$ cat src/rtl/uart8n1_pkg.sv
// package: shared widths and reset values for the 8n1 uart core
`timescale 1ns / 1ps
package uart8n1_pkg;

  localparam int BYTE_W          = 8;
  localparam int CFG_W           = 16;
  localparam int DATA_BITS_DEF   = 8;
  localparam int TIMER_BITS_DEF  = 16;
  localparam logic [CFG_W-1:0] BIT_TIME_RST = 16'd104;

endpackage

$ cat src/rtl/uart8n1_in_if.sv
// interface: input channel carrying one transaction of tick, transmit request and pin level
`timescale 1ns / 1ps
interface uart8n1_in_if;

  logic                              valid;
  logic                              ready;
  logic                              tick;
  logic                              tx_start;
  logic [uart8n1_pkg::BYTE_W-1:0]    tx_byte;
  logic                              rx_line;

  modport source (output valid, output tick, output tx_start, output tx_byte,
                  output rx_line, input ready);
  modport sink   (input valid, input tick, input tx_start, input tx_byte,
                  input rx_line, output ready);

endinterface

$ cat src/rtl/uart8n1_out_if.sv
// interface: result channel carrying line levels, busy flags and received byte
`timescale 1ns / 1ps
interface uart8n1_out_if;

  logic                              valid;
  logic                              ready;
  logic                              tx_line;
  logic                              tx_busy;
  logic                              rx_busy;
  logic [uart8n1_pkg::BYTE_W-1:0]    rx_data;
  logic                              rx_valid;

  modport source (output valid, output tx_line, output tx_busy, output rx_busy,
                  output rx_data, output rx_valid, input ready);
  modport sink   (input valid, input tx_line, input tx_busy, input rx_busy,
                  input rx_data, input rx_valid, output ready);

endinterface

$ cat src/rtl/uart_8n1_transceiver_core.sv
// top level: 8n1 uart transmitter and receiver timed by a microsecond tick strobe
//
// usage:
// - in_ch carries one transaction per clock of the serial side: tick strobe,
//   transmit request with its byte, and the sampled receive pin level
// - out_ch returns exactly one transaction for every input transaction: the
//   transmit pin level, both busy flags, the last received byte and a
//   one-transaction pulse when a byte completes
// - cfg_we / cfg_wdata write the bit length in ticks; write only while idle
// - the state registers double as the result register, so a result appears
//   the cycle after its input transaction is taken
// - throughput is one transaction per cycle; in_ch.ready is high whenever the
//   result register is empty or being taken in the same cycle
// - when out_ch stalls, in_ch.ready drops and all timers and shifters hold,
//   so no serial time passes for the core until the result is taken
// - synchronous reset: both sides idle, transmit line high, received byte 0,
//   bit length 104 ticks, no result pending
// - transmit and receive paths are independent; each timer is a down-counter
//   reloaded from the bit length (1.5 bit lengths for the first rx sample)
`timescale 1ns / 1ps
module uart_8n1_transceiver_core #(
  parameter int DATA_BITS  = uart8n1_pkg::DATA_BITS_DEF,
  parameter int TIMER_BITS = uart8n1_pkg::TIMER_BITS_DEF
) (
  input  logic                             clk,
  input  logic                             rst_n,
  uart8n1_in_if.sink                       in_ch,
  uart8n1_out_if.source                    out_ch,
  input  logic                             cfg_we,
  input  logic [uart8n1_pkg::CFG_W-1:0]    cfg_wdata
);

  localparam int CNT_W = $clog2(DATA_BITS + 3);
  localparam int IDX_W = (DATA_BITS > 1) ? $clog2(DATA_BITS) : 1;
  localparam logic [CNT_W-1:0] LAST_DATA = CNT_W'(DATA_BITS);
  localparam logic [CNT_W-1:0] STOP_POS  = CNT_W'(DATA_BITS + 1);

  logic [uart8n1_pkg::CFG_W-1:0] bit_time_r;

  logic [DATA_BITS-1:0]  tx_shift_r,   tx_shift_nxt;
  logic [CNT_W-1:0]      tx_bit_cnt_r, tx_bit_cnt_nxt;
  logic [TIMER_BITS-1:0] tx_timer_r,   tx_timer_nxt;
  logic                  tx_active_r,  tx_active_nxt;
  logic                  tx_level_r,   tx_level_nxt;

  logic [DATA_BITS-1:0]  rx_shift_r,   rx_shift_nxt;
  logic [CNT_W-1:0]      rx_bit_cnt_r, rx_bit_cnt_nxt;
  logic [TIMER_BITS:0]   rx_timer_r,   rx_timer_nxt;
  logic                  rx_active_r,  rx_active_nxt;
  logic [DATA_BITS-1:0]  rx_hold_r,    rx_hold_nxt;
  logic                  rx_valid_r,   rx_valid_nxt;

  logic                  out_valid_r;
  logic                  in_ready;
  logic                  accept;
  logic [TIMER_BITS-1:0] bit_len;
  logic [CNT_W-1:0]      rx_idx;

  assign in_ready    = !out_valid_r || out_ch.ready;
  assign in_ch.ready = in_ready;
  assign accept      = in_ch.valid && in_ready;

  // bit length saturated to the timer width
  generate
    if (TIMER_BITS >= uart8n1_pkg::CFG_W) begin : g_len_wide
      assign bit_len = TIMER_BITS'(bit_time_r);
    end else begin : g_len_sat
      localparam logic [uart8n1_pkg::CFG_W-1:0] TMAX =
        uart8n1_pkg::CFG_W'((64'd1 << TIMER_BITS) - 64'd1);
      assign bit_len = (bit_time_r > TMAX) ? '1 : bit_time_r[TIMER_BITS-1:0];
    end
  endgenerate

  // transmit side
  always_comb begin
    tx_shift_nxt   = tx_shift_r;
    tx_bit_cnt_nxt = tx_bit_cnt_r;
    tx_timer_nxt   = tx_timer_r;
    tx_active_nxt  = tx_active_r;
    tx_level_nxt   = tx_level_r;
    if (!tx_active_r) begin
      if (in_ch.tx_start) begin
        tx_active_nxt  = 1'b1;
        tx_level_nxt   = 1'b0;
        tx_shift_nxt   = DATA_BITS'(in_ch.tx_byte);
        tx_bit_cnt_nxt = '0;
        tx_timer_nxt   = bit_len;
      end
    end else if (in_ch.tick) begin
      if (tx_timer_r > TIMER_BITS'(1)) begin
        tx_timer_nxt = tx_timer_r - 1'b1;
      end else begin
        tx_bit_cnt_nxt = tx_bit_cnt_r + 1'b1;
        tx_timer_nxt   = bit_len;
        if (tx_bit_cnt_nxt <= LAST_DATA) begin
          tx_level_nxt = tx_shift_r[0];
          tx_shift_nxt = tx_shift_r >> 1;
        end else if (tx_bit_cnt_nxt == STOP_POS) begin
          tx_level_nxt = 1'b1;
        end else begin
          tx_active_nxt  = 1'b0;
          tx_level_nxt   = 1'b1;
          tx_bit_cnt_nxt = '0;
          tx_timer_nxt   = '0;
        end
      end
    end
  end

  // receive side
  always_comb begin
    rx_shift_nxt   = rx_shift_r;
    rx_bit_cnt_nxt = rx_bit_cnt_r;
    rx_timer_nxt   = rx_timer_r;
    rx_active_nxt  = rx_active_r;
    rx_hold_nxt    = rx_hold_r;
    rx_valid_nxt   = 1'b0;
    rx_idx         = rx_bit_cnt_r;
    if (!rx_active_r) begin
      if (!in_ch.rx_line) begin
        rx_active_nxt  = 1'b1;
        rx_bit_cnt_nxt = '0;
        rx_shift_nxt   = '0;
        // first sample lands mid-bit of the first data bit
        rx_timer_nxt   = {1'b0, bit_len} + {2'b00, bit_len[TIMER_BITS-1:1]};
      end
    end else if (in_ch.tick) begin
      if (rx_timer_r > (TIMER_BITS+1)'(1)) begin
        rx_timer_nxt = rx_timer_r - 1'b1;
      end else begin
        rx_bit_cnt_nxt = rx_bit_cnt_r + 1'b1;
        if (rx_bit_cnt_nxt <= LAST_DATA) begin
          rx_idx = rx_bit_cnt_r;
          rx_shift_nxt[rx_idx[IDX_W-1:0]] = in_ch.rx_line;
          rx_timer_nxt = {1'b0, bit_len};
        end else begin
          rx_active_nxt  = 1'b0;
          rx_bit_cnt_nxt = '0;
          rx_timer_nxt   = '0;
          rx_hold_nxt    = rx_shift_r;
          rx_valid_nxt   = 1'b1;
        end
      end
    end
  end

  always_ff @(posedge clk) begin
    if (!rst_n) begin
      bit_time_r   <= uart8n1_pkg::BIT_TIME_RST;
      tx_shift_r   <= '0;
      tx_bit_cnt_r <= '0;
      tx_timer_r   <= '0;
      tx_active_r  <= 1'b0;
      tx_level_r   <= 1'b1;
      rx_shift_r   <= '0;
      rx_bit_cnt_r <= '0;
      rx_timer_r   <= '0;
      rx_active_r  <= 1'b0;
      rx_hold_r    <= '0;
      rx_valid_r   <= 1'b0;
      out_valid_r  <= 1'b0;
    end else begin
      if (cfg_we) begin
        bit_time_r <= cfg_wdata;
      end
      if (accept) begin
        tx_shift_r   <= tx_shift_nxt;
        tx_bit_cnt_r <= tx_bit_cnt_nxt;
        tx_timer_r   <= tx_timer_nxt;
        tx_active_r  <= tx_active_nxt;
        tx_level_r   <= tx_level_nxt;
        rx_shift_r   <= rx_shift_nxt;
        rx_bit_cnt_r <= rx_bit_cnt_nxt;
        rx_timer_r   <= rx_timer_nxt;
        rx_active_r  <= rx_active_nxt;
        rx_hold_r    <= rx_hold_nxt;
        rx_valid_r   <= rx_valid_nxt;
        out_valid_r  <= 1'b1;
      end else if (out_ch.ready) begin
        out_valid_r  <= 1'b0;
      end
    end
  end

  assign out_ch.valid    = out_valid_r;
  assign out_ch.tx_line  = tx_level_r;
  assign out_ch.tx_busy  = tx_active_r;
  assign out_ch.rx_busy  = rx_active_r;
  assign out_ch.rx_data  = uart8n1_pkg::BYTE_W'(rx_hold_r);
  assign out_ch.rx_valid = rx_valid_r;

  // a completed byte always leaves the receiver idle
  a_rx_done_idle: assert property (@(posedge clk) disable iff (!rst_n)
    rx_valid_r |-> !rx_active_r)
    else $error("rx valid pulse while receiver still active");

  // idle transmitter holds the line high with a cleared counter
  a_tx_idle_line: assert property (@(posedge clk) disable iff (!rst_n)
    !tx_active_r |-> (tx_level_r && tx_bit_cnt_r == '0))
    else $error("idle transmitter not parked");

  // transmit bit counter never passes the stop position
  a_tx_cnt_range: assert property (@(posedge clk) disable iff (!rst_n)
    tx_bit_cnt_r <= STOP_POS)
    else $error("transmit bit counter out of range");

  // receive counter stays within the data bits while sampling
  a_rx_cnt_range: assert property (@(posedge clk) disable iff (!rst_n)
    rx_bit_cnt_r <= LAST_DATA)
    else $error("receive bit counter out of range");

  // state only moves on an accepted transaction
  a_hold_on_stall: assert property (@(posedge clk) disable iff (!rst_n)
    !accept |=> ($stable(tx_timer_r) && $stable(rx_timer_r) && $stable(rx_valid_r)))
    else $error("state changed without a transaction");

endmodule
$ cat src/flat_wrapper.sv
// flat-port wrapper written by rule: the top's interface ports become plain ports
module uart_8n1_transceiver_core_flat 
#(
  parameter int DATA_BITS  = uart8n1_pkg::DATA_BITS_DEF,
  parameter int TIMER_BITS = uart8n1_pkg::TIMER_BITS_DEF
)
  (clk, rst_n, cfg_we, cfg_wdata, in_ch_valid, in_ch_tick, in_ch_tx_start, in_ch_tx_byte, in_ch_rx_line, in_ch_ready, out_ch_valid, out_ch_tx_line, out_ch_tx_busy, out_ch_rx_busy, out_ch_rx_data, out_ch_rx_valid, out_ch_ready);
  uart8n1_in_if in_ch_i ();
  uart8n1_out_if out_ch_i ();
  input  logic clk;
  input  logic rst_n;
  input  logic cfg_we;
  input  logic [uart8n1_pkg::CFG_W-1:0] cfg_wdata;
  input wire logic [$bits(in_ch_i.valid)-1:0] in_ch_valid;
  input wire logic [$bits(in_ch_i.tick)-1:0] in_ch_tick;
  input wire logic [$bits(in_ch_i.tx_start)-1:0] in_ch_tx_start;
  input wire logic [$bits(in_ch_i.tx_byte)-1:0] in_ch_tx_byte;
  input wire logic [$bits(in_ch_i.rx_line)-1:0] in_ch_rx_line;
  output wire logic [$bits(in_ch_i.ready)-1:0] in_ch_ready;
  output wire logic [$bits(out_ch_i.valid)-1:0] out_ch_valid;
  output wire logic [$bits(out_ch_i.tx_line)-1:0] out_ch_tx_line;
  output wire logic [$bits(out_ch_i.tx_busy)-1:0] out_ch_tx_busy;
  output wire logic [$bits(out_ch_i.rx_busy)-1:0] out_ch_rx_busy;
  output wire logic [$bits(out_ch_i.rx_data)-1:0] out_ch_rx_data;
  output wire logic [$bits(out_ch_i.rx_valid)-1:0] out_ch_rx_valid;
  input wire logic [$bits(out_ch_i.ready)-1:0] out_ch_ready;
  assign in_ch_i.valid = in_ch_valid;
  assign in_ch_i.tick = in_ch_tick;
  assign in_ch_i.tx_start = in_ch_tx_start;
  assign in_ch_i.tx_byte = in_ch_tx_byte;
  assign in_ch_i.rx_line = in_ch_rx_line;
  assign in_ch_ready = in_ch_i.ready;
  assign out_ch_valid = out_ch_i.valid;
  assign out_ch_tx_line = out_ch_i.tx_line;
  assign out_ch_tx_busy = out_ch_i.tx_busy;
  assign out_ch_rx_busy = out_ch_i.rx_busy;
  assign out_ch_rx_data = out_ch_i.rx_data;
  assign out_ch_rx_valid = out_ch_i.rx_valid;
  assign out_ch_i.ready = out_ch_ready;
  uart_8n1_transceiver_core #(.DATA_BITS(DATA_BITS), .TIMER_BITS(TIMER_BITS)) u_core (.clk(clk), .rst_n(rst_n), .in_ch(in_ch_i), .out_ch(out_ch_i), .cfg_we(cfg_we), .cfg_wdata(cfg_wdata));
endmodule
$ cat config.mk
export PLATFORM = sky130hd
export DESIGN_NAME = uart_8n1_transceiver_core_flat
export DESIGN_NICKNAME = d
export VERILOG_FILES = /design/src/rtl/uart8n1_pkg.sv /design/src/rtl/uart8n1_in_if.sv /design/src/rtl/uart8n1_out_if.sv /design/src/rtl/uart_8n1_transceiver_core.sv /design/src/flat_wrapper.sv
export SDC_FILE = /design/constraint.sdc
export NUM_CORES = 1
export LEC_CHECK = 0
export BUFFER_PORTS_ARGS = -buffer_cell sky130_fd_sc_hd__clkbuf_2
export CAP_MARGIN = 20
export CELL_PAD_IN_SITES_DETAIL_PLACEMENT = 0
export CELL_PAD_IN_SITES_GLOBAL_PLACEMENT = 1
export CORE_MARGIN = 8
export CORE_UTILIZATION = 49
export DETAILED_ROUTE_END_ITERATION = 8
export GPL_TIMING_DRIVEN = 1
export PLACE_DENSITY = 0.87
export SLEW_MARGIN = 15
export SYNTH_ARGS = -nofsm -noshare
export SYNTH_HDL_FRONTEND = slang
export SYNTH_SLANG_ARGS = --single-unit
export TNS_END_PERCENT = 50
$ cat constraint.sdc
create_clock -name clk -period 5.1 [get_ports clk]
set_clock_uncertainty 0.2 [all_clocks]
set_input_delay 1.275 -clock clk [delete_from_list [all_inputs] [get_ports clk]]
set_output_delay 1.275 -clock clk [all_outputs]
set_load 0.03 [all_outputs]
==> results.tsv <==
metric	value	unit
status	complete, no violations	
CTS Buffer Depth	2	
Initial Utilization	49.4	%
GRT Util Overall	19.4	%
synth warn	0	
total number of vias	5081	
Vias per Instance	6.03	
Slew @ Worst Pin	898	ps
post-CTS sizing	0	
DP Wirelength	10.1	mm
worst slack, placed	1390	ps
arrival time worst endpoint	3380	ps
TNS Setup	0	ps
syn_nets	737	
iteration count of the initial detailed-routing pass	7	
share of the yosys chip area belonging to registers	31.0	%
DRT antenna net count	0	
VDD IR-drop max	0.250	mV
Synth cell types	74	
Hold Fails Final Rpt	0	
share of post-route cells with drive strength above 1	13.3	%
Leakage	2.50	nW
relative slew slack	39.8	%
synthesized flop and latch total	86	
DRT Wirelength	14.3	mm
Pins Over Slew Limit	0	
predominant post-synthesis flop cell	dfxtp_1	
post-CTS repair timing setup buffer count	0	
Startpoint Class	input port	
cts hold-fix bufs	0	
WP data required	5130	ps
FF+latch area	0.00172	mm2
chip width	122	um
die area	0.0150	mm2
Final min period	3340	ps
final worst-path cycle share	65.5	%
htree depth	3	
Pwr Density	309	mW/mm2
multi-input logic area	0.00356	mm2
Synth Cell Area	0.00555	mm2
Crit path largest cell delay	710	ps
wire per inst	16.9	um
Clock Pin Slew Worst Setup and Hold Paths	60	ps
final setup fails	0	
Mean Syn Cell Area	8.17	um2
die height	122	um
I/O Buffers	45	
GPL Wtd Cong	0.862	
Post-synth ARST share	0	%
Core ar.	0.0112	mm2
first-pass GRT wire length	23.8	mm
nets	753	
RSZ-0062 raised after global routing	false	
peak fanout along the critical path	26	
TritonCTS buffer count	9	
gate count after technology mapping	679	
Layout fillers	1075	
CP cell instances	clkbuf_2, nand2b_1, and2_1, and2_1, buf_4, nand2_1, nor3_2, mux2i_1, nor2b_1	
CTS root buf	clkbuf_16	
largest net degree at the start of global routing	65	
Max Cap Violations	0	
cell mode on critical path	and2_1	
crit end category	register	
CP max-delay cell	nor3_2	
critical path class	input port to register	
row count	39	
EDFF count, synth	0	
# DRC	0	
Hold Crit Class	register to register	
Layout area overhead	9.22	%
initial antenna violation count	0	
CTS tree	built	
clk_lat worst skew	340	ps
number of global-route vias before repair	4854	
Fmax	299	MHz
num ports	46	
Ant. Diodes	0	
Clock Sinks	86	
Setup WS post-layout	1760	ps
initial DRC count	428	
GRT overflow	0	
## layout make-up
class / count / share of cell area (%)
multi-input cells: 535 / 58.7
flip-flops and latches: 86 / 28.4
repair buffers: 49 / 4.21
clock buffers: 13 / 4.13
well taps: 143 / 2.95
inverters: 14 / 0.867
clock inverters: 3 / 0.723
## critical path, delay by kind of cell
kind | cells | cell delay (ps)
buffers and inverters | 2 | 350
muxes | 1 | 280
and+or+nand+nor | 6 | 1480
## registers in the layout (all words and copies together), names as in the netlist, 4 cells and up
name	count
u_core.rx_timer_r	17
u_core.bit_len	16
u_core.tx_timer_r	16
u_core.out_ch.rx_data	8
u_core.rx_shift_r	8
u_core.tx_shift_r	8
u_core.rx_bit_cnt_r	4
u_core.tx_bit_cnt_r	4
## layer usage
metal	global-route usage (%)	part of all wire (%)	routed length [um]	vias up
met2	31.5	47	6720	142
met3	4.28	5.6	802	15
met4	6.09	1.4	199	0
met1	25.0	46	6560	2398
met5	0	0	0	-
li1	-	-	-	2526
## cell usage in the layout (no fill, tap or decap), drive strengths merged, types with 6 or more instances in the layout
master,netlist,routed
xnor2,11,11
xor2,11,11
a21oi,47,47
o21a,6,6
nand2,64,64
a31oi,14,14
mux2i,32,32
and2,7,7
nand3,25,25
nor2b,28,28
or4,6,6
nor2,39,39
o21ai,67,67
nand4,7,7
a211oi,9,9
inv,14,14
and3,9,9
o22ai,8,8
dfxtp,86,86
a221oi,7,7
o211a,7,7
a21o,10,10
a21boi,8,8
nor3,23,23
ha,25,25
clkbuf,29,58
## logic make-up (layout without fill, tap and decap cells)
logic type | after synthesis | in the layout | synth area share, %
fa+ha+maj | 26 | 26 | 6.00
mux | 33 | 33 | 5.98
simple gates | 235 | 235 | 22.6
compound gates | 219 | 219 | 26.1
buf+inv | 58 | 79 | 4.85
xor+xnor | 22 | 22 | 3.47
flops | 86 | 86 | 31.0
## power breakdown
part	internal, mW	switching, mW	leakage (nW)
logic	0.182	0.278	1.65
clock network	0.394	0.267	0.144
registers	0.707	0.0480	0.702
total	1.28	0.593	2.50
## Yosys cell counts, drive strengths merged, types with 9 or more instances
| master | instances | area share, % |
|---|---|---|
| inv | 14 | 0.95 |
| xnor2 | 11 | 1.7 |
| xor2 | 11 | 1.7 |
| o21ai | 67 | 6.3 |
| nand3 | 25 | 2.3 |
| ha | 25 | 5.6 |
| and3 | 9 | 1.0 |
| dfxtp | 86 | 31 |
| mux2i | 32 | 5.8 |
| nor2 | 39 | 3.1 |
| a211oi | 9 | 1.3 |
| a21oi | 47 | 4.3 |
| a21o | 10 | 1.4 |
| nor3 | 23 | 2.5 |
| nand2 | 64 | 4.5 |
| buf | 15 | 1.9 |
| a31oi | 14 | 1.6 |
| nor2b | 28 | 3.2 |
| clkbuf | 29 | 2.0 |
## worst paths after layout
check,start,to,slack [ps],depth (start not counted)
worst max-delay path,out_ch_ready,u_core.out_ch.rx_data[6],1760,9
worst min register to register,u_core.rx_shift_r[5],u_core.rx_shift_r[5],260,2
worst min-delay path,u_core.rx_shift_r[5],u_core.rx_shift_r[5],260,2
worst max register to register,u_core.tx_timer_r[10],u_core.tx_shift_r[7],1900,7
## metrics by stage
stage                     area, um2  instances  util (%)  total power [mW]  hold slack (ps)
final                          6060        843      54.0              1.88              263
after global routing           6060        843      54.0              1.97              287
after CTS                      6060        843      54.0              1.89              264
after detailed placement       5770        827      51.4              1.22              255
after global placement         5770        827      51.4              1.22              247
after floorplan                5550        679         -              1.13              235
(Power assumes the default switching activity.)
